==> src/rtl/tcw_pkg.sv <==
// Shared constants, types and helpers for the text console writer.
package tcw_pkg;

  // Screen geometry
  localparam int COLUMNS     = 80;
  localparam int ROWS        = 25;
  localparam int TAB_STOP    = 4;
  localparam int SCREEN_SIZE = COLUMNS * ROWS;

  // Field widths
  localparam int ACTION_W  = 2;
  localparam int CHAR_W    = 8;
  localparam int ATTR_W    = 8;
  localparam int CELL_W    = CHAR_W + ATTR_W;
  localparam int POS_W     = 11;
  localparam int ADDR_W    = 11;
  localparam int COLOR_W   = 4;
  localparam int REG_IDX_W = 1;

  // Derived widths
  localparam int WALK_W      = $clog2(SCREEN_SIZE);
  localparam int COL_W       = $clog2(COLUMNS);
  localparam int TPH_W       = (TAB_STOP > 1) ? $clog2(TAB_STOP) : 1;
  localparam int COL_WRAP_PH = COLUMNS % TAB_STOP;
  localparam int SIZE_PH     = SCREEN_SIZE % TAB_STOP;

  // Queue depth between front and back, and ahead of the result ports
  localparam int QUEUE_DEPTH = 2;
  localparam int QPTR_W      = (QUEUE_DEPTH > 1) ? $clog2(QUEUE_DEPTH) : 1;
  localparam int QCNT_W      = $clog2(QUEUE_DEPTH + 1);

  // Character codes
  localparam logic [CHAR_W-1:0] CODE_NEWLINE = 8'h0A;
  localparam logic [CHAR_W-1:0] CODE_TAB     = 8'h09;
  localparam logic [CHAR_W-1:0] CODE_SPACE   = 8'h20;

  // Action codes
  localparam logic [ACTION_W-1:0] ACT_PUT   = 2'd0;
  localparam logic [ACTION_W-1:0] ACT_CLEAR = 2'd1;
  localparam logic [ACTION_W-1:0] ACT_READ  = 2'd2;

  // Register indexes
  localparam logic [REG_IDX_W-1:0] REG_FG = 1'b0;
  localparam logic [REG_IDX_W-1:0] REG_BG = 1'b1;
  localparam logic [COLOR_W-1:0]   FG_RESET = 4'd0;
  localparam logic [COLOR_W-1:0]   BG_RESET = 4'd7;

  // Command kinds decided by the front
  localparam int KIND_W = 3;
  localparam logic [KIND_W-1:0] K_CHAR    = 3'd0;
  localparam logic [KIND_W-1:0] K_NEWLINE = 3'd1;
  localparam logic [KIND_W-1:0] K_TAB     = 3'd2;
  localparam logic [KIND_W-1:0] K_CLEAR   = 3'd3;
  localparam logic [KIND_W-1:0] K_READ    = 3'd4;
  localparam logic [KIND_W-1:0] K_NOP     = 3'd5;

  typedef logic [TPH_W+1:0] tph_wide_t;

  typedef struct packed {
    logic [KIND_W-1:0] kind;
    logic [CELL_W-1:0] cell_word;  // attribute in the high byte
    logic [ADDR_W-1:0] addr;
    logic              addr_ok;
  } cmd_t;

  typedef struct packed {
    logic [POS_W-1:0]  text_position;
    logic [POS_W-1:0]  cursor_shown;
    logic [CHAR_W-1:0] cell_char;
    logic [ATTR_W-1:0] cell_attr;
    logic              scrolled;
  } result_t;

  typedef struct packed {
    logic init_busy;
  } back_status_t;

  // Reduce a small sum below 3*TAB_STOP modulo TAB_STOP
  function automatic logic [TPH_W-1:0] tph_reduce(input tph_wide_t v);
    tph_wide_t r;
    r = v;
    if (r >= (TPH_W+2)'(2 * TAB_STOP)) r = r - (TPH_W+2)'(2 * TAB_STOP);
    if (r >= (TPH_W+2)'(TAB_STOP)) r = r - (TPH_W+2)'(TAB_STOP);
    return r[TPH_W-1:0];
  endfunction

endpackage

==> src/rtl/tcw_cmd_queue.sv <==
// Short command queue between the front and the back.
module tcw_cmd_queue (
  input  logic          clk,
  input  logic          rst,
  input  logic          wr,
  input  tcw_pkg::cmd_t wr_item,
  output logic          full,
  input  logic          rd,
  output logic          empty,
  output tcw_pkg::cmd_t head
);
  import tcw_pkg::*;

  cmd_t               slots [QUEUE_DEPTH];
  logic [QPTR_W-1:0]  wr_ptr;
  logic [QPTR_W-1:0]  rd_ptr;
  logic [QCNT_W-1:0]  count;
  logic               do_wr;
  logic               do_rd;

  assign full  = (count == QCNT_W'(QUEUE_DEPTH));
  assign empty = (count == '0);
  assign do_wr = wr & ~full;
  assign do_rd = rd & ~empty;
  assign head  = slots[rd_ptr];

  // Storage
  always_ff @(posedge clk) begin
    if (do_wr) slots[wr_ptr] <= wr_item;
  end

  // Pointers and fill count
  always_ff @(posedge clk) begin
    if (rst) begin
      wr_ptr <= '0;
      rd_ptr <= '0;
      count  <= '0;
    end else begin
      if (do_wr) wr_ptr <= (wr_ptr == QPTR_W'(QUEUE_DEPTH - 1)) ? '0 : wr_ptr + 1'b1;
      if (do_rd) rd_ptr <= (rd_ptr == QPTR_W'(QUEUE_DEPTH - 1)) ? '0 : rd_ptr + 1'b1;
      if (do_wr && !do_rd) count <= count + 1'b1;
      else if (!do_wr && do_rd) count <= count - 1'b1;
    end
  end

endmodule

==> config.mk <==
export PLATFORM = sky130hd
export DESIGN_NAME = tcw_cmd_queue
export DESIGN_NICKNAME = d
export VERILOG_FILES = /design/src/rtl/tcw_pkg.sv /design/src/rtl/tcw_cmd_queue.sv
export SDC_FILE = /design/constraint.sdc
export NUM_CORES = 1
export LEC_CHECK = 0
export BUFFER_PORTS_ARGS = -buffer_cell sky130_fd_sc_hd__buf_2
export CAP_MARGIN = 20
export CORE_MARGIN = 5
export CORE_UTILIZATION = 52
export DETAILED_ROUTE_END_ITERATION = 16
export PLACE_DENSITY = 0.82
export SYNTH_ARGS = -nofsm -noshare
export SYNTH_HDL_FRONTEND = slang
export SYNTH_SLANG_ARGS = --single-unit
==> constraint.sdc <==
create_clock -name clk -period 2.8 [get_ports clk]
set_input_delay 0.28 -clock clk [delete_from_list [all_inputs] [get_ports clk]]
set_output_delay 0.28 -clock clk [all_outputs]
set_load 0.02 [all_outputs]
Yosys cells after proc, flatten, opt, wreduce, memory -nomap -nowiden
Memories as Yosys holds them, arrays and structs flattened. A register that Yosys moved wholly into a read port is not among the register bits. Index checks and enable logic that the tools add are counted.

Logic and storage cells: 27. Bits in writable memories: 62. Memories kept: 1. Bits in registers: 4.

$add $sub $neg: 4. Reduce and logical (&&, ||, !) cells: 6. Bitwise gates (word level): 4. Equality and inequality tests: 1. Multiplexer cells: 8.

Memories: slots (depth 2, width 31, read ports 1, clocked after memory_dff 1, wr ports 1, RTL line tcw_cmd_queue.sv:14) `cmd_t slots [QUEUE_DEPTH];`.

Operators with widths (number): 1-bit two-way mux (6); 2-bit two-way mux (2); 1-bit adder, second input constant (2); 2-bit by 1-bit adder with 2-bit output, second input constant (1); 1-bit AND (2); 2-bit == test, second input constant (1); 1-bit logical AND (2); 1-bit zero test (2); 2-bit zero test (1); 1-bit NOT (2); 2-bit nonzero test (1); 2-bit by 1-bit subtractor with 2-bit output, second input constant (1).

Depth between registers and ports, before layout
Word-level depth: 7. Mapped depth: 6.

Least setup slack after synthesis
Ideal clock, no wire load.

Path kind: register to register. From: register count[1]. To: memory slots[0][0] in the netlist's numbering (enable). Arrival: 1471 ps. Stages on the path, launching flop included: 4. Library setup time: 386 ps. Setup slack: 943 ps. Required time: 2414 ps. Cell sequence: dfxtp_1 -> nor2b_2 -> or3_1 -> inv_1.

Cells in the longest elaborated chain, start to end: 5.

Ends and longest elaborated chain: start, declared (RTL line tcw_cmd_queue.sv:17) `logic [QCNT_W-1:0] count;`; start signal, assigned (RTL line tcw_cmd_queue.sv:41) `if (do_wr && !do_rd) count <= count + 1'b1;`; start signal, assigned (RTL line tcw_cmd_queue.sv:42) `else if (!do_wr && do_rd) count <= count - 1'b1;`; 2-bit == test (RTL line tcw_cmd_queue.sv:21) `assign full = (count == QCNT_W'(QUEUE_DEPTH));`; net full (RTL line tcw_cmd_queue.sv:7) `output logic full,`; 1-bit NOT (RTL line tcw_cmd_queue.sv:23) `assign do_wr = wr & ~full;`; 1-bit AND (RTL line tcw_cmd_queue.sv:23); 1-bit two-way mux (RTL line tcw_cmd_queue.sv:29) `if (do_wr) slots[wr_ptr] <= wr_item;`; 1-bit two-way mux (not written as such) (RTL line tcw_cmd_queue.sv:29); end, declared (RTL line tcw_cmd_queue.sv:14).

The timed path passes the listed nets, and every way through them passes these cells.

==> metrics.txt <==
RSZ-0062 raised after global routing false; endpoint class of the critical path output pin; critical path endpoint head[17]; Synth warnings 0; critical path class reg -> out; DP Area 2850 µm²; worst-path cell chain buf_4 -> mux2_2 -> buf_2; Hold Crit Start wr_item[1]; Final Max Slew Viols 0; Initial Util 0.528; FMAX 471 MHz; die width 78.6 µm; syn nets 157; vias 1,349; Buffers & Inverters on Critical Path 2; Placer Congestion 0.694; crit share post-route 0.758; first-pass GRT wire length 7.10 mm; max-cap check violation count 0; site row count 25; Routed Antenna Nets 0; DR pass1 iterations 4; Int Pwr 1900 µW; number of register bits inferred by synthesis 67; io pins 68; Final Skew 0.00687 ns; PortBufs 67; Clock Latency Late Sink 0.32 ns; relative slew slack 0.696; TritonCTS clock tree yes; postcts setup bufs 0; RR Endpoint slots[0][10]$_DFFE_PP_; Residual DRC 0; final wirelength 4.49 mm; share of cells above drive strength 1 0.569; Crit path depth 3; Area Overhead vs Synth 23.3%; Setup TNS 0 ns; Setup violations, final 0; Critical Path AT 1.84 ns; FF-to-FF Start count[0]$_SDFFE_PP0P_; CP delay by family, top flip-flops; diode count 0; crit-path max cell delay 0.60 ns; CTS root buffer clkbuf_8; P_sw 886 µW; cts bufs inserted 9; Synth Area per Inst 20.2 µm²; final hold violation count 0; worst-path maximum fanout 21; Netlist cell types 13; Mapped Cells 121; HPWL after detailed placement 3.09 mm; total die area 6170 µm²; slew at the pin closest to its max-slew limit 0.455 ns; Min Hold Slack 0.133 ns; final instance area 3010 µm²; share of total power in the clock network 0.229; CTS Sinks 67; Sw Share 0.318; grt ovf 0; post_cts resized 0; Critical Path RT 2.52 ns; Core Box Area 4630 µm²; CP max-delay cell dfxtp_1; Worst-path clk slew 0.07 ns; initial antenna violation count 0; vias per cell 5.23; status completed; post-DR wirelength/cell 17.4 µm; depth of the CTS H-tree 3; Post-Syn Area 2440 µm²; vias in the first global route 1,445; Reg2Reg Depth 4; fin crit period 2.12 ns; maximum root-to-sink buffer count 2; startpoint types flop; r2r setup slk 1.13 ns; commonest non-fill, non-tap cell in the layout buf_2; proportion of power drawn by flip-flops and latches 0.477; Global Route Usage Sum 0.157; static leakage 0.00116 µW; pin count of the biggest net entering global routing 32; CTS Hold Buffers Added 0; Peak VDD IR 0.000599 V; die height 78.6 µm; sequential share of the synthesized area 0.803; combinational cell fraction of total power 0.293; worst min path class in -> reg; PwrDens 924 nW/µm²; fin nets 235; Starting DRT DRC Count 70; commonest cells after routing, fill and taps aside buf_2 (67), edfxtp_1 (62), mux2_2 (31), clkbuf_8 (9)
==> cells in the mapped netlist, drive strengths merged <==
library cell / instances / area (µm²)
edfxtp: 62 / 1860
mux2: 31 / 349
dfxtp: 5 / 100
nor2: 5 / 18.8
buf: 3 / 15.0
o21ai: 3 / 15.0
xor2: 3 / 26.3
a21oi: 2 / 10.0
inv: 2 / 7.51
or3: 2 / 12.5
and2: 1 / 6.26
ha: 1 / 12.5
nor2b: 1 / 8.76
==> sequential cells by signal, indices dropped and copies added, names as in the netlist, named ones only <==
signal	flops
rd_ptr	1
wr_ptr	1
slots	62
count	2
==> cell families after synthesis <==
family / after synthesis / synth area share
AOI/OAI and AO/OA: 5 / 0.0102
xor gates and xnor gates: 3 / 0.0108
adders and majority gates: 1 / 0.00512
buffers and inverters: 5 / 0.00922
DFF: 67 / 0.803
muxes: 31 / 0.143
and+or+nand+nor: 9 / 0.0189
==> stage by stage <==
stage	total power, µW	setup slack, ns	std cells	utilization
global route	2910	0.579	258	0.651
CTS	2800	0.653	258	0.651
detailed placement	2170	1.01	242	0.616
floorplan	1900	0.943	121	-
finish	2780	0.678	258	0.651
global placement	2130	1.06	242	0.616
==> layout make-up <==
type / instances / area [µm²]
sequential: 67 / 1960
fill: 326 / 1620
multi-input combinational: 49 / 459
timing repair buffer: 70 / 358
clock buffer: 9 / 124
tap: 54 / 67.6
clock inverter: 7 / 35.0
inverter: 2 / 7.51
==> power by group through the flow <==
stage               clock network, µW  logic [µW]  registers (µW)
CTS                               652         823            1330
global placement                    0         791            1340
floorplan                           0         579            1320
finish                            639         816            1330
global route                      698         872            1340
detailed placement                  0         818            1350
==> worst min path at each step <==
stage	end	slack, ns	cells past startpoint
2_1_floorplan	count[1]$_SDFFE_PP0P_	0.35	1
3_3_place_gp	wr_ptr$_SDFFE_PP0P_	0.46	2
3_5_place_dp	slots[1][13]$_DFFE_PP_	0.47	1
4_1_cts	slots[1][1]$_DFFE_PP_	0.12	1
5_1_grt	slots[1][13]$_DFFE_PP_	0.12	1
6_report	slots[1][1]$_DFFE_PP_	0.13	1
==> per-layer routing <==
layer  track usage  part of all wire
met3        0.0573             0.075
met4        0.0892             0.016
met1         0.182              0.42
met2         0.252              0.49
met5             0                 0
No activity file was read; power rests on OpenSTA's default activity.
