$ cat src/rtl/tcw_pkg.sv
// Shared constants, types and helpers for the text console writer.
package tcw_pkg;

  // Screen geometry
  localparam int COLUMNS     = 80;
  localparam int ROWS        = 25;
  localparam int TAB_STOP    = 4;
  localparam int SCREEN_SIZE = COLUMNS * ROWS;

  // Field widths
  localparam int ACTION_W  = 2;
  localparam int CHAR_W    = 8;
  localparam int ATTR_W    = 8;
  localparam int CELL_W    = CHAR_W + ATTR_W;
  localparam int POS_W     = 11;
  localparam int ADDR_W    = 11;
  localparam int COLOR_W   = 4;
  localparam int REG_IDX_W = 1;

  // Derived widths
  localparam int WALK_W      = $clog2(SCREEN_SIZE);
  localparam int COL_W       = $clog2(COLUMNS);
  localparam int TPH_W       = (TAB_STOP > 1) ? $clog2(TAB_STOP) : 1;
  localparam int COL_WRAP_PH = COLUMNS % TAB_STOP;
  localparam int SIZE_PH     = SCREEN_SIZE % TAB_STOP;

  // Queue depth between front and back, and ahead of the result ports
  localparam int QUEUE_DEPTH = 2;
  localparam int QPTR_W      = (QUEUE_DEPTH > 1) ? $clog2(QUEUE_DEPTH) : 1;
  localparam int QCNT_W      = $clog2(QUEUE_DEPTH + 1);

  // Character codes
  localparam logic [CHAR_W-1:0] CODE_NEWLINE = 8'h0A;
  localparam logic [CHAR_W-1:0] CODE_TAB     = 8'h09;
  localparam logic [CHAR_W-1:0] CODE_SPACE   = 8'h20;

  // Action codes
  localparam logic [ACTION_W-1:0] ACT_PUT   = 2'd0;
  localparam logic [ACTION_W-1:0] ACT_CLEAR = 2'd1;
  localparam logic [ACTION_W-1:0] ACT_READ  = 2'd2;

  // Register indexes
  localparam logic [REG_IDX_W-1:0] REG_FG = 1'b0;
  localparam logic [REG_IDX_W-1:0] REG_BG = 1'b1;
  localparam logic [COLOR_W-1:0]   FG_RESET = 4'd0;
  localparam logic [COLOR_W-1:0]   BG_RESET = 4'd7;

  // Command kinds decided by the front
  localparam int KIND_W = 3;
  localparam logic [KIND_W-1:0] K_CHAR    = 3'd0;
  localparam logic [KIND_W-1:0] K_NEWLINE = 3'd1;
  localparam logic [KIND_W-1:0] K_TAB     = 3'd2;
  localparam logic [KIND_W-1:0] K_CLEAR   = 3'd3;
  localparam logic [KIND_W-1:0] K_READ    = 3'd4;
  localparam logic [KIND_W-1:0] K_NOP     = 3'd5;

  typedef logic [TPH_W+1:0] tph_wide_t;

  typedef struct packed {
    logic [KIND_W-1:0] kind;
    logic [CELL_W-1:0] cell_word;  // attribute in the high byte
    logic [ADDR_W-1:0] addr;
    logic              addr_ok;
  } cmd_t;

  typedef struct packed {
    logic [POS_W-1:0]  text_position;
    logic [POS_W-1:0]  cursor_shown;
    logic [CHAR_W-1:0] cell_char;
    logic [ATTR_W-1:0] cell_attr;
    logic              scrolled;
  } result_t;

  typedef struct packed {
    logic init_busy;
  } back_status_t;

  // Reduce a small sum below 3*TAB_STOP modulo TAB_STOP
  function automatic logic [TPH_W-1:0] tph_reduce(input tph_wide_t v);
    tph_wide_t r;
    r = v;
    if (r >= (TPH_W+2)'(2 * TAB_STOP)) r = r - (TPH_W+2)'(2 * TAB_STOP);
    if (r >= (TPH_W+2)'(TAB_STOP)) r = r - (TPH_W+2)'(TAB_STOP);
    return r[TPH_W-1:0];
  endfunction

endpackage

$ cat src/rtl/tcw_front.sv
// Front: accepts items, holds the color registers and classifies each item.
module tcw_front (
  input  logic                           clk,
  input  logic                           rst,
  input  logic                           push,
  output logic                           full,
  input  logic [tcw_pkg::ACTION_W-1:0]   action,
  input  logic [tcw_pkg::CHAR_W-1:0]     char_code,
  input  logic [tcw_pkg::ADDR_W-1:0]     read_address,
  input  logic                           cfg_we,
  input  logic [tcw_pkg::REG_IDX_W-1:0]  cfg_index,
  input  logic [tcw_pkg::COLOR_W-1:0]    cfg_data,
  input  logic                           cmd_full,
  input  tcw_pkg::back_status_t          back_status,
  output logic                           cmd_push,
  output tcw_pkg::cmd_t                  cmd
);
  import tcw_pkg::*;

  logic [COLOR_W-1:0] fg_color;
  logic [COLOR_W-1:0] bg_color;
  logic [ATTR_W-1:0]  attr;

  // Color registers
  always_ff @(posedge clk) begin
    if (rst) begin
      fg_color <= FG_RESET;
      bg_color <= BG_RESET;
    end else if (cfg_we) begin
      unique case (cfg_index)
        REG_FG:  fg_color <= cfg_data;
        REG_BG:  bg_color <= cfg_data;
        default: ;
      endcase
    end
  end

  // No items while the screen store is being cleared after reset
  assign full     = cmd_full | back_status.init_busy;
  assign cmd_push = push & ~full;
  assign attr     = {fg_color, bg_color};

  // Classify
  always_comb begin
    cmd.addr      = read_address;
    cmd.addr_ok   = (read_address < ADDR_W'(SCREEN_SIZE));
    cmd.cell_word = {attr, char_code};
    unique case (action)
      ACT_PUT: begin
        if (char_code == CODE_NEWLINE) cmd.kind = K_NEWLINE;
        else if (char_code == CODE_TAB) cmd.kind = K_TAB;
        else cmd.kind = K_CHAR;
      end
      ACT_CLEAR: begin
        cmd.kind      = K_CLEAR;
        cmd.cell_word = {attr, CODE_SPACE};
      end
      ACT_READ: cmd.kind = K_READ;
      default:  cmd.kind = K_NOP;
    endcase
  end

endmodule

$ cat config.mk
export PLATFORM = sky130hd
export DESIGN_NAME = tcw_front
export DESIGN_NICKNAME = d
export VERILOG_FILES = /design/src/rtl/tcw_pkg.sv /design/src/rtl/tcw_front.sv
export SDC_FILE = /design/constraint.sdc
export NUM_CORES = 1
export LEC_CHECK = 0
export ABC_CLOCK_PERIOD_IN_PS = 2100
export BUFFER_PORTS_ARGS = -buffer_cell sky130_fd_sc_hd__buf_2
export CORE_UTILIZATION = 33
export DETAILED_ROUTE_END_ITERATION = 12
export GPL_TIMING_DRIVEN = 0
export HOLD_SLACK_MARGIN = 0.1
export PLACE_DENSITY = 0.81
export SLEW_MARGIN = 20
export SYNTH_ARGS = -nofsm -noshare
export SYNTH_HDL_FRONTEND = slang
export SYNTH_SLANG_ARGS = --single-unit
$ cat constraint.sdc
create_clock -name clk -period 2.1 [get_ports clk]
set_input_delay 0.42 -clock clk [delete_from_list [all_inputs] [get_ports clk]]
set_output_delay 0.42 -clock clk [all_outputs]
set_load 0.01 [all_outputs]
# Word level (Yosys, flattened, before mapping)

Index checks and enable logic that the tools add are counted.

Mux-type cells: 4
Equal/unequal tests: 4
Reduce and logical (&&, ||, !) cells: 3
Bitwise gates (word level): 4
Order comparisons: 1

Operator list:

| cell                 | number |
|---|---|
| $eq 8x4->1 const B   | 2 |
| $lt 11x11->1 const B | 1 |
| $pmux 3 s3           | 1 |
| $mux 8               | 1 |
| $mux 2               | 2 |
| $reduce_and 2->1     | 2 |
| $eq 2x1->1 const B   | 1 |
| $eq 2x2->1 const B   | 1 |
| $logic_not 2->1      | 1 |
| $not 1->1            | 2 |
| $and 1x1->1          | 1 |
| $or 1x1->1           | 1 |

Flip-flop bits (word level): 8
Logic and storage cells: 18
Bits of input ports: 32

# Longest topological paths before layout

Depth in word-level cells: 4
Mapped depth: 3

# Worst setup path after synthesis

OpenSTA, ideal clock, no wires.

Path kind: input to output
Start: input port action[1] (netlist bit)
End: output port cmd[29] (netlist bit)
Buffers on the path: 0
Slack: 0.656 ns
Arrival time: 1.024 ns
Data required time: 1.680 ns
Stages on the path: 3
Path through: nor3b_1 -> nand2_2 -> o31ai_2

RTL lines:

| what               | line            | RTL |
|---|---|---|
| start: declaration | tcw_front.sv:7  | `input logic [tcw_pkg::ACTION_W-1:0] action,` |
| end: declaration   | tcw_front.sv:16 | `output tcw_pkg::cmd_t cmd` |

==> run summary <==
status: finished, final reports clean
Worst Tran Pin Value: 337.3 ps
Rows: 14
Die Ht: 41.91 µm
DRT iter0 DRCs: 8
H-tree levels: 1
critical path peak fanout: 2
cell count after synthesis: 65
Post-Syn Nets: 97
Primary FF master, synth: dfxtp_1
Worst Path Required: 1680 ps
pwr/cell area: 474.8 mW/mm²
most common cell in the synthesized netlist: buf_4
worst hold-check path type: primary input to register
Ys Warns: 0
xor/xnor share of the synthesized area: 0
synthesized flop and latch total: 8
pre-CTS setup slack: 415.0 ps
CTS Hold Buffers Added: 0
FF/Latch Area: 160.2 µm²
Ports: 65
Die ar.: 0.001756 mm²
RSZ-0062 raised after global routing: no
Post-Syn Area per Cell: 8.085 µm²
Seq/Total Area, Yosys: 0.3048
Max Slew Vio Count: 0
Longest Clk Path Bufs: 2
via count: 660
mux cell area share after synthesis: 0
Total Power: 409.9 µW
worst setup margin: 425.8 ps
DRC Markers: 0
# diodes: 0
all-layer global routing usage: 0.1518
setup TNS: 0 ps
Relative slew margins: 0.7751
Peak Freq: 597.3 MHz
asr flop ratio synth: 0
Worst Skew: 0 ps
leading area contributor after synthesis: dfxtp_1
Die X-Extent: 41.91 µm
I/O Buffers: 59
gpl congestion: 0.6463
largest family of logic cells by synthesized area: simple AND/OR/NAND/NOR gates
post-layout min period: 1674 ps
final setup fails: 0
largest net degree at the start of global routing: 10
Total Wirelength: 1.339 mm
RR Startpoint: bg_color[2]$_SDFFE_PP1P_
multi-input logic area: 267.8 µm²
Initial Util: 0.3529
share of layout cells above drive strength 1: 0.6220
critical path endpoint category: output port
Clock transition at path regs: 50 ps
Root Buffer: clkbuf_4
CTS Buf Count: 3
crit path launch type: primary input
Synth top area share: 0.3048
Yosys cell types: 22
Final ANT Viol Nets: 0
Compound-Gate Fraction of Synth Area: 0.1595
R2R Path End: bg_color[2]$_SDFFE_PP1P_
maximum VDD drop: 0.0003021 V
Mapped Area: 525.5 µm²
DP HPWL: 1.175 mm
average wire per standard cell: 9.364 µm
R2R Setup Slk: 1440 ps
Hold Path Stages: 3
GRT overflow: 0
TritonCTS clock tree: done
Final Hold Vio Count: 0
initial antenna violation count: 0
# nets final: 161
Post-Synth Adder-Cell Area: 0
Setup CP Type: primary input to output port
vias in the first global route: 559
most common library cells after synthesis: 11 x buf_4, 10 x nand2_1, 8 x dfxtp_1, 6 x and2_1, 5 x a21oi_1
Sink Count: 8
number of setup buffers added after CTS: 0
Reg2Reg Depth: 1
core area: 0.001489 mm²
leak pwr: 0.0004840 µW
Hold Path Origin: cfg_data[2]
fill count: 162
clk_lat worst skew: 250 ps
CP arrival: 1250 ps
WHS Endpoint: fg_color[2]$_SDFFE_PP0P_
Post-synth EDFFs: 0
top post-synthesis cells by area: dfxtp_1 30%, buf_4 16%, and2_1 7.1%
post-CTS resize count: 0
Final period util: 0.7973
Post-Synth Simple-Gate Area: 0.3500
TritonRoute pass-1 iters: 4
Area Overhead vs Synth: 64.29%
first-pass GRT wire length: 2.145 mm
max_cap viols: 0
Vias/cell: 4.615
state kept, by name, indices dropped and copies added, names as in the netlist:
register	count
bg_color	4
fg_color	4
report_power, final:
group	internal [µW]	switching (µW)
sequential	160	3.80
combinational	70.5	62.0
clock	65.1	48.2
total	296	114
layout by cell type, fill, tap and decap left out:
cell and n:
nor4_4 1, nor2_1 1, o31ai_2 1, and2b_1 1, nand2_2 1, nand3_1 1, or2_2 1, a21oi_1 5
buf_2 59, and2_2 1, nand2_1 10, and3_1 4, dfxtp_1 8, inv_1 2, buf_4 11, o2111ai_1 1
a41o_2 1, clkbuf_1 1, clkbuf_4 3, nand2b_1 3, a211o_1 3, nor3b_1 1, buf_1 1, and2_1 6
cell families after synthesis:
group | Yosys count
AND/OR/NAND/NOR | 31
buffers and inverters | 15
AO/OA/AOI/OAI | 11
flip-flops | 8
how the worst max path moves through the flow:
stage | from | to | slack (ps) | depth (start not counted)
finish | char_code[2] | cmd[29] | 430 | 5
global route | action[1] | cmd[29] | 370 | 5
CTS | action[1] | cmd[29] | 410 | 5
detailed placement | char_code[2] | cmd[29] | 420 | 5
global placement | char_code[2] | cmd[29] | 450 | 5
floorplan | action[1] | cmd[29] | 660 | 3
layer usage:
metal	up-vias	routed length, µm	GRT usage
met5	-	0	0
met4	0	0	0.05806
li1	335	-	-
met3	0	158	0.01739
met2	41	708	0.2875
met1	284	472	0.1694
per-stage QoR:
| step | instance area (µm²) | cells | utilization | hold slack, ps |
|---|---|---|---|---|
| after CTS | 863.3 | 143 | 0.5798 | 418.1 |
| after global placement | 840.8 | 140 | 0.5647 | 441.0 |
| after floorplan | 525.5 | 65 | - | 480.5 |
| after detailed placement | 840.8 | 140 | 0.5647 | 445.6 |
| final | 863.3 | 143 | 0.5798 | 426.3 |
| after global routing | 863.3 | 143 | 0.5798 | 450.5 |
critical path, stage by stage:
cell and delay [ps]:
buf_2 120, nor4_4 310, nand2_2 70, o31ai_2 170
buf_2 160
area by class of cell:
cell class / count / share of cell area
Multi-Input combinational cell: 42 / 0.3101
Tap cell: 16 / 0.02319
Timing Repair Buffer: 59 / 0.3420
Sequential cell: 8 / 0.1855
Clock buffer: 3 / 0.02609
Inverter: 2 / 0.008696
Buffer: 13 / 0.1043
No activity file was read; power rests on OpenSTA's default activity.
