File: config.mk
export PLATFORM = sky130hd
export DESIGN_NAME = tcw_res_queue
export DESIGN_NICKNAME = d
export VERILOG_FILES = /design/src/rtl/tcw_pkg.sv /design/src/rtl/tcw_res_queue.sv
export SDC_FILE = /design/constraint.sdc
export NUM_CORES = 1
export LEC_CHECK = 0
export BUFFER_PORTS_ARGS = -buffer_cell sky130_fd_sc_hd__buf_2
export CAP_MARGIN = 20
export CELL_PAD_IN_SITES_DETAIL_PLACEMENT = 2
export CELL_PAD_IN_SITES_GLOBAL_PLACEMENT = 2
export CORE_MARGIN = 2
export CORE_UTILIZATION = 37
export DETAILED_ROUTE_END_ITERATION = 8
export GPL_TIMING_DRIVEN = 0
export PLACE_DENSITY = 0.88
export SLEW_MARGIN = 20
export SYNTH_ARGS = -nofsm -noshare
export SYNTH_HDL_FRONTEND = slang
export SYNTH_SLANG_ARGS = --single-unit
File: constraint.sdc
create_clock -name clk -period 2.7 [get_ports clk]
set_input_delay 0.135 -clock clk [delete_from_list [all_inputs] [get_ports clk]]
set_output_delay 0.135 -clock clk [all_outputs]
set_load 0.05 [all_outputs]
File: src/rtl/tcw_pkg.sv
// Shared constants, types and helpers for the text console writer.
package tcw_pkg;

  // Screen geometry
  localparam int COLUMNS     = 80;
  localparam int ROWS        = 25;
  localparam int TAB_STOP    = 4;
  localparam int SCREEN_SIZE = COLUMNS * ROWS;

  // Field widths
  localparam int ACTION_W  = 2;
  localparam int CHAR_W    = 8;
  localparam int ATTR_W    = 8;
  localparam int CELL_W    = CHAR_W + ATTR_W;
  localparam int POS_W     = 11;
  localparam int ADDR_W    = 11;
  localparam int COLOR_W   = 4;
  localparam int REG_IDX_W = 1;

  // Derived widths
  localparam int WALK_W      = $clog2(SCREEN_SIZE);
  localparam int COL_W       = $clog2(COLUMNS);
  localparam int TPH_W       = (TAB_STOP > 1) ? $clog2(TAB_STOP) : 1;
  localparam int COL_WRAP_PH = COLUMNS % TAB_STOP;
  localparam int SIZE_PH     = SCREEN_SIZE % TAB_STOP;

  // Queue depth between front and back, and ahead of the result ports
  localparam int QUEUE_DEPTH = 2;
  localparam int QPTR_W      = (QUEUE_DEPTH > 1) ? $clog2(QUEUE_DEPTH) : 1;
  localparam int QCNT_W      = $clog2(QUEUE_DEPTH + 1);

  // Character codes
  localparam logic [CHAR_W-1:0] CODE_NEWLINE = 8'h0A;
  localparam logic [CHAR_W-1:0] CODE_TAB     = 8'h09;
  localparam logic [CHAR_W-1:0] CODE_SPACE   = 8'h20;

  // Action codes
  localparam logic [ACTION_W-1:0] ACT_PUT   = 2'd0;
  localparam logic [ACTION_W-1:0] ACT_CLEAR = 2'd1;
  localparam logic [ACTION_W-1:0] ACT_READ  = 2'd2;

  // Register indexes
  localparam logic [REG_IDX_W-1:0] REG_FG = 1'b0;
  localparam logic [REG_IDX_W-1:0] REG_BG = 1'b1;
  localparam logic [COLOR_W-1:0]   FG_RESET = 4'd0;
  localparam logic [COLOR_W-1:0]   BG_RESET = 4'd7;

  // Command kinds decided by the front
  localparam int KIND_W = 3;
  localparam logic [KIND_W-1:0] K_CHAR    = 3'd0;
  localparam logic [KIND_W-1:0] K_NEWLINE = 3'd1;
  localparam logic [KIND_W-1:0] K_TAB     = 3'd2;
  localparam logic [KIND_W-1:0] K_CLEAR   = 3'd3;
  localparam logic [KIND_W-1:0] K_READ    = 3'd4;
  localparam logic [KIND_W-1:0] K_NOP     = 3'd5;

  typedef logic [TPH_W+1:0] tph_wide_t;

  typedef struct packed {
    logic [KIND_W-1:0] kind;
    logic [CELL_W-1:0] cell_word;  // attribute in the high byte
    logic [ADDR_W-1:0] addr;
    logic              addr_ok;
  } cmd_t;

  typedef struct packed {
    logic [POS_W-1:0]  text_position;
    logic [POS_W-1:0]  cursor_shown;
    logic [CHAR_W-1:0] cell_char;
    logic [ATTR_W-1:0] cell_attr;
    logic              scrolled;
  } result_t;

  typedef struct packed {
    logic init_busy;
  } back_status_t;

  // Reduce a small sum below 3*TAB_STOP modulo TAB_STOP
  function automatic logic [TPH_W-1:0] tph_reduce(input tph_wide_t v);
    tph_wide_t r;
    r = v;
    if (r >= (TPH_W+2)'(2 * TAB_STOP)) r = r - (TPH_W+2)'(2 * TAB_STOP);
    if (r >= (TPH_W+2)'(TAB_STOP)) r = r - (TPH_W+2)'(TAB_STOP);
    return r[TPH_W-1:0];
  endfunction

endpackage

File: src/rtl/tcw_res_queue.sv
// Result queue feeding the output ports.
module tcw_res_queue (
  input  logic             clk,
  input  logic             rst,
  input  logic             wr,
  input  tcw_pkg::result_t wr_item,
  output logic             full,
  input  logic             rd,
  output logic             empty,
  output tcw_pkg::result_t head
);
  import tcw_pkg::*;

  result_t            slots [QUEUE_DEPTH];
  logic [QPTR_W-1:0]  wr_ptr;
  logic [QPTR_W-1:0]  rd_ptr;
  logic [QCNT_W-1:0]  count;
  logic               do_wr;
  logic               do_rd;

  assign full  = (count == QCNT_W'(QUEUE_DEPTH));
  assign empty = (count == '0);
  assign do_wr = wr & ~full;
  assign do_rd = rd & ~empty;
  assign head  = slots[rd_ptr];

  // Storage
  always_ff @(posedge clk) begin
    if (do_wr) slots[wr_ptr] <= wr_item;
  end

  // Pointers and fill count
  always_ff @(posedge clk) begin
    if (rst) begin
      wr_ptr <= '0;
      rd_ptr <= '0;
      count  <= '0;
    end else begin
      if (do_wr) wr_ptr <= (wr_ptr == QPTR_W'(QUEUE_DEPTH - 1)) ? '0 : wr_ptr + 1'b1;
      if (do_rd) rd_ptr <= (rd_ptr == QPTR_W'(QUEUE_DEPTH - 1)) ? '0 : rd_ptr + 1'b1;
      if (do_wr && !do_rd) count <= count + 1'b1;
      else if (!do_wr && do_rd) count <= count - 1'b1;
    end
  end

endmodule

# After elaboration in Yosys (flattened, before gate mapping)
# Memory sizes are Yosys's and may differ from the RTL's. A register that Yosys moved wholly into a read port is not among the register bits.
# Cells that the tools add are included.
# classes
shift	0
magnitude_cmp	0
addsub	4
reduce_logical	6
n_eq_ne	1
n_div	0
n_bitwise	4
multipliers	0
n_mux	8
# ops
op	n
2-to-1 mux 1 bit	6
2-to-1 mux 2 bit	2
adder 1 bit (second input constant)	2
adder 2 x 1 -> 2 bit (second input constant)	1
bitwise AND 1 bit	2
equality test 2 bit (second input constant)	1
logical AND 1 bit	2
logical NOT 1 bit	2
logical NOT 2 bit	1
NOT 1 bit	2
nonzero test 2 bit	1
subtractor 2 x 1 -> 2 bit (second input constant)	1
# word_totals
register_bits	4
in_bits	43
output_inout_bits	41
rom_bits	0
memories	1
ramBits	78
word_cells	27
latchBits	0
# memory_table
memory	words	word_bits	read_ports	rd_clocked_by_memory_dff	write_ports	line	source
slots	2	39	1	1	1	tcw_res_queue.sv:14	result_t slots [QUEUE_DEPTH];

# Longest topological paths before layout
# Gate-level depths: netlist of the first run.
# logic_depth
word_depth	7
mapped_depth	6
depth_no_buf	6

# Worst setup path before layout of the first run
# OpenSTA, ideal clock, no wires.
# synth_path
path_type	register to register
start	register count[1]
end	memory slots[0][0] (netlist name), enable pin
setup_ns	0.394
arrival_time_ns	1.698
stages_incl_launch_ff	4
synth_period_minus_slack_ns	2.092
setup_slack_ns	0.608
required_ns	2.306
path_buffers	0
path_cell_list	dfxtp_1 -> nor2b_2 -> or3_1 -> inv_1
# synth_between
elab_chain_cells	5
# synth_lines
element	line	source
from (decl)	tcw_res_queue.sv:17	logic [QCNT_W-1:0] count;
from (signal assigned)	tcw_res_queue.sv:41	if (do_wr && !do_rd) count <= count + 1'b1;
from (signal assigned)	tcw_res_queue.sv:42	else if (!do_wr && do_rd) count <= count - 1'b1;
equality test 2 bit	tcw_res_queue.sv:21	assign full = (count == QCNT_W'(QUEUE_DEPTH));
net full	tcw_res_queue.sv:7	output logic full,
NOT 1 bit	tcw_res_queue.sv:23	assign do_wr = wr & ~full;
bitwise AND 1 bit	tcw_res_queue.sv:23	
2-to-1 mux 1 bit	tcw_res_queue.sv:29	if (do_wr) slots[wr_ptr] <= wr_item;
2-to-1 mux 1 bit (implied by the code)	tcw_res_queue.sv:29	
to (decl)	tcw_res_queue.sv:14	
# The timed path passes the listed nets, and every way through them passes these cells.

==> impl_metrics.json, run 1 <==
{
  "status": "completed",
  "ff_latch_area_mm2": 0.00244,
  "max-vdd-ir-drop_v": 0.000541,
  "stdcell_count": 388,
  "end_kind": "primary output",
  "vias": 1782,
  "ys_ff_latch": 83,
  "grt_usage_pct": 17.0,
  "dp.cells": 333,
  "clock-root-buffer": "clkbuf_8",
  "overflow": 0,
  "finalSetupViolCount": 0,
  "arrival_ns": 1.72,
  "ant_nets": 0,
  "p_seq_share_pct": 38.9,
  "numCtsBuffers": 9,
  "fmaxAchievable_mhz": 540,
  "period_share_pct": 68.6,
  "pre_cts_ws_ns": 0.879,
  "route.detailed.drc": 0,
  "drtPass1Iterations": 4,
  "fin_tns_setup_ns": 0,
  "clk_pin_slew_ns": 0.08,
  "seq_area_frac_synth_pct": 80.7,
  "maxCapViolations": 0,
  "synthSimpleGateAreaFrac_pct": 1.53,
  "cellInternalPower_mw": 2.71,
  "combPwrFrac_pct": 37.4,
  "p_sw_share_pct": 37.2,
  "reg2reg_slack_ns": 0.88,
  "hold_viol": 0,
  "synth_warnings": 0,
  "cp_slowest_cell": "dfxtp_1",
  "power_mw": 4.33,
  "antenna_found_initial": 0,
  "synth_cell_types": 14,
  "dieArea_mm2": 0.00892,
  "cts_resized": 0,
  "worstPathMaxFanout": 10,
  "gp_congestion": 0.667,
  "syn-num-nets": 190,
  "power.density_mw_per_mm2": 1020,
  "syn_area_mm2": 0.00303,
  "yosys-mux-area-fraction_pct": 14.5,
  "worst_pin_slew_ns": 0.520,
  "layout_min_cycle_time_ns": 1.85,
  "wire_per_inst_um": 18.0,
  "fill_cells": 701,
  "crit_type": "flip-flop to primary output",
  "dp_hpwl_mm": 4.47,
  "grt_pass1_wl_mm": 10.9,
  "synth_top_area_share_pct": 77.4,
  "die_w_um": 94.4,
  "rows": 32,
  "whs_ns": 0.0349,
  "switching_power_mw": 1.61,
  "synth_area_leader_cell": "edfxtp_1",
  "clk_latency_ns": 0.34,
  "synth_edf_count": 78,
  "h-tree-depth": 3,
  "drv_slew": 0,
  "cts.sinks": 83,
  "synthTopCellsByCount": "edfxtp_1, mux2_2, dfxtp_1, nor2_1",
  "ios": 84,
  "crit_top_cell": "buf_2",
  "multiInputGateArea_um2": 551,
  "synth_compound_area_share_pct": 0.827,
  "fin_nets": 325,
  "slowest_delay_ns": 0.35,
  "cp-start-kind": "flip-flop",
  "start_util_pct": 38.8,
  "synthArstFlopShare_pct": 0,
  "clockPowerShare_pct": 23.7,
  "numPortBuffers": 83,
  "drive_gt1_share_pct": 50.7,
  "worst_slack_ns": 0.847,
  "first_global_vias": 2088,
  "synth_top_family_by_area": "multiplexers",
  "die_y_um": 94.4,
  "yosysMostFrequentCell": "edfxtp_1",
  "core_mm2": 0.00781,
  "yosys_most_used_dff": "edfxtp_1",
  "syn_inst": 146,
  "grt_start_max_net_pins": 23,
  "leakage_nw": 1.62,
  "cts_buffer_depth": 2,
  "worstRegToRegCells": 4,
  "syn2layout_area_growth_pct": 40.4,
  "path_cells": "buf_2 > buf_6 > mux2_2 > buf_2",
  "cts_tree": "done",
  "num_antenna_cells": 0,
  "hold_depth": 2,
  "drt-initial-drc-count": 53,
  "min_path_type": "primary input to flip-flop",
  "rsz0062_at_grt": "false",
  "syn_area_per_cell_um2": 20.7,
  "ys_top_cells_by_area": "edfxtp_1, mux2_2, dfxtp_1",
  "drt_wl_total_mm": 6.97,
  "synth_xor_area_share_pct": 0.868,
  "slew_headroom_pct": 65.3,
  "fin_skew_ns": 0.00767,
  "worstPathRequired_ns": 2.57,
  "synthAdderAreaFrac_pct": 0.414,
  "viasPerCell": 4.59
}
==> final timing paths <==
check | endpoint | start
max | head[14] | flip-flop
min | wr_ptr | rst
max reg2reg | slots[0][23] | count[0]
min reg2reg | wr_ptr | wr_ptr
==> through the flow <==
step | cell area [µm²] | utilization (%)
floorplan | 3030 | -
global placement | 3570 | 45.7
detailed placement | 3620 | 46.4
CTS | 4250 | 54.4
global route | 4250 | 54.4
finish | 4250 | 54.4
==> registers in the layout, indices dropped and copies added (netlist names), named ones only <==
name,flops
count,2
rd_ptr,1
wr_ptr,1
slots,78
==> layer usage <==
metal	vias up	share of wire, %	track usage (%)
met5	-	0	0
met4	0	1.9	6.76
met3	12	4.6	4.39
met2	57	58	33.5
met1	880	36	16.7
li1	833	-	-
==> cells by family (layout without fill, tap and decap cells) <==
family,after synthesis,after routing
xor gates and xnor gates,3,3
DFF,83,83
muxes,39,39
buffers and inverters,6,146
AOI/OAI and AO/OA,5,5
adders and majority gates,1,1
and+or+nand+nor,9,9
==> power by group through the flow <==
stage | Clock (mW) | Sequential (mW) | Combinational (mW)
2_1_floorplan | 0 | 1.69 | 1.21
5_1_grt | 1.11 | 1.71 | 1.71
3_3_place_gp | 0 | 1.70 | 1.51
6_report | 1.03 | 1.68 | 1.62
3_5_place_dp | 0 | 1.71 | 1.59
4_1_cts | 1.06 | 1.68 | 1.63
==> layout by cell type (no fill, tap or decap), types with 3 or more instances in the layout <==
cell type | Yosys | final
xor2_1 | 3 | 3
clkbuf_8 | 0 | 9
bufinv_16 | 0 | 3
nor2_1 | 5 | 5
o21ai_0 | 3 | 3
buf_2 | 3 | 86
dlygate4sd3_1 | 0 | 39
mux2_2 | 39 | 39
edfxtp_1 | 78 | 78
dfxtp_1 | 5 | 5
==> critical path, delay by kind of cell, from the launching register on <==
| kind | cells | cell delay [ns] |
|---|---|---|
| buffers and inverters | 3 | 0.68 |
| flip-flops | 1 | 0.35 |
| multiplexers | 1 | 0.35 |
==> repair_timing <==
item                                   CTS  global route
setup buffers                            0             0
hold buffers                            39             0
endpoints found under the hold margin   78             0
==> area by class of cell <==
cell class | count | share of cell area [%]
clock buffer | 10 | 3.01
timing repair buffer | 124 | 20.3
clock inverter | 6 | 2.45
inverter | 2 | 0.177
multi-input combinational | 57 | 13.0
sequential | 83 | 57.5
buffer | 4 | 0.619
tap | 102 | 3.01
Power figures use the tool's default switching activity.
==> run 2, diff against run 1 <==
==> constraint.sdc (replaced) <==
create_clock -name clk -period 1.75 [get_ports clk]
set_input_delay 0.0875 -clock clk [delete_from_list [all_inputs] [get_ports clk]]
set_output_delay 0.0875 -clock clk [all_outputs]
set_load 0.05 [all_outputs]
==> impl_metrics.json, run 2 (same netlist as run 1, synthesis figures left out) <==
{
  "slowest_delay_ns": 0.42,
  "worst_pin_slew_ns": 0.569,
  "rsz0062_at_grt": "false",
  "worstHoldStart": "wr",
  "gp_congestion": 0.653,
  "worst_slack_ns": 0.103,
  "whs_ns": 0.157,
  "die_w_um": 94.4,
  "overflow": 0,
  "ios": 84,
  "fmaxAchievable_mhz": 607,
  "top_regs": "slots (78), count (2)",
  "syn2layout_area_growth_pct": 39.3,
  "hold_end": "wr_ptr",
  "top_usage_layer": "met2",
  "numCtsBuffers": 9,
  "reg2reg_from": "count[0]",
  "arrival_ns": 1.63,
  "core_mm2": 0.00781,
  "worstPathRequired_ns": 1.74,
  "end_kind": "flip-flop",
  "dieArea_mm2": 0.00892,
  "r2r-end": "slots[0][18]",
  "path_delay_family": "simple AND/OR/NAND/NOR gates",
  "antenna_found_initial": 0,
  "first_global_vias": 2055,
  "finalSetupViolCount": 0,
  "fin_area_mm2": 0.00422,
  "final_common_cell": "buf_2",
  "cts_tree": "done",
  "stdcell_count": 389,
  "numPortBuffers": 83,
  "route.detailed.drc": 0,
  "reg2reg_slack_ns": 0.10,
  "dpl-instance-area_mm2": 0.00359,
  "wire_per_inst_um": 18.3,
  "ff_latch_area_mm2": 0.00244,
  "dp_hpwl_mm": 4.29,
  "maxCapViolations": 0,
  "drt_wl_total_mm": 7.13,
  "vias": 1784,
  "max-vdd-ir-drop_v": 0.000743,
  "cp_num_buf_inv": 1,
  "clock-root-buffer": "clkbuf_8",
  "drt-initial-drc-count": 58,
  "rows": 32,
  "largest_register_ffs": 78,
  "min_path_type": "primary input to flip-flop",
  "viasPerCell": 4.59,
  "cp-start-kind": "flip-flop",
  "power_mw": 6.47,
  "drtPass1Iterations": 4,
  "leakage_nw": 1.59,
  "die_y_um": 94.4,
  "cts.sinks": 83,
  "final_cell_mix": "buf_2, edfxtp_1, dlygate4sd3_1",
  "layout_min_cycle_time_ns": 1.65,
  "path_cells": "nor2b_4 > or3_4 > clkinvlp_4",
  "worstPathMaxFanout": 19,
  "drv_slew": 0,
  "hold_depth": 4,
  "cts_buffer_depth": 2,
  "period_share_pct": 94.1,
  "cp_slowest_cell": "dfxtp_2",
  "power.density_mw_per_mm2": 1540,
  "fin_nets": 326,
  "clk_latency_ns": 0.34,
  "fin_skew_ns": 0.00683,
  "start_util_pct": 38.8,
  "grt_pass1_wl_mm": 11.0,
  "num_antenna_cells": 0,
  "h-tree-depth": 3,
  "status": "completed",
  "grt_use_met2_pct": 31.7,
  "clk_pin_slew_ns": 0.08,
  "grtUsageMet1_pct": 19.5,
  "grt_usage_pct": 17.2,
  "worstRegToRegCells": 3,
  "multiInputGateArea_um2": 562,
  "grtUsageMet3_pct": 3.67,
  "crit_type": "flip-flop to flip-flop",
  "grt_start_max_net_pins": 40,
  "slew_headroom_pct": 62.1,
  "fill_cells": 700,
  "dp.cells": 331,
  "hold_viol": 0,
  "pre_cts_ws_ns": -0.233,
  "drive_gt1_share_pct": 51.6,
  "ant_nets": 0,
  "regMostFlops": "slots"
}
-- run 2: routing by layer --
layer | share of wire (%) | vias up
li1 | - | 839
met1 | 39 | 883
met4 | 1.4 | 0
met3 | 4.0 | 9
met2 | 56 | 53
met5 | 0 | -
-- run 2: area by class of cell --
type                    count  area share [%]
multi-input cells          57            13.3
clock buffers              10            3.03
inverters                   2           0.267
plain buffers               4           0.890
clock inverters             6            1.34
repair buffers            124            19.9
flip-flops and latches     83            58.0
well taps                 102            3.03
repair inverters            1           0.178
-- run 2: how the worst max path moves through the flow --
| stage | from | to | cells after the start |
|---|---|---|---|
| after detailed placement | count[1] | slots[0][1] | 3 |
| after global placement | count[1] | slots[0][1] | 3 |
| after CTS | flip-flop | head[13] | 4 |
| after global routing | count[0] | count[1] | 4 |
| after floorplan | count[1] | slots[0][0] | 3 |
| final | count[0] | slots[0][18] | 3 |
-- run 2: where the power goes --
| group | internal [mW] | switching [mW] |
|---|---|---|
| Clock | 0.648 | 0.658 |
| Combinational | 0.782 | 1.77 |
| Sequential | 2.50 | 0.109 |
| Total | 3.93 | 2.54 |
-- run 2: worst reg2reg max path, stage by stage, from the launching register on --
cell and delay [ns]:
dfxtp_2 0.42, nor2b_4 0.07, or3_4 0.42, clkinvlp_4 0.39
-- run 2: what timing repair did --
action / in CTS / in global routing
endpoints found under the hold margin: 83 / 0
gates resized for setup: 5 / 3
setup endpoints to repair: 88 / 20
hold buffers: 40 / 0
gates cloned: 1 / 0
buffers inserted: 0 / 1
-- run 2: through the flow --
| stage | utilization, % | TNS (ns) |
|---|---|---|
| 2_1_floorplan | - | -2.27 |
| 3_3_place_gp | 45.9 | -9.08 |
| 3_5_place_dp | 45.9 | -15.83 |
| 4_1_cts | 53.6 | 0 |
| 5_1_grt | 54.0 | 0 |
| 6_report | 54.0 | 0 |
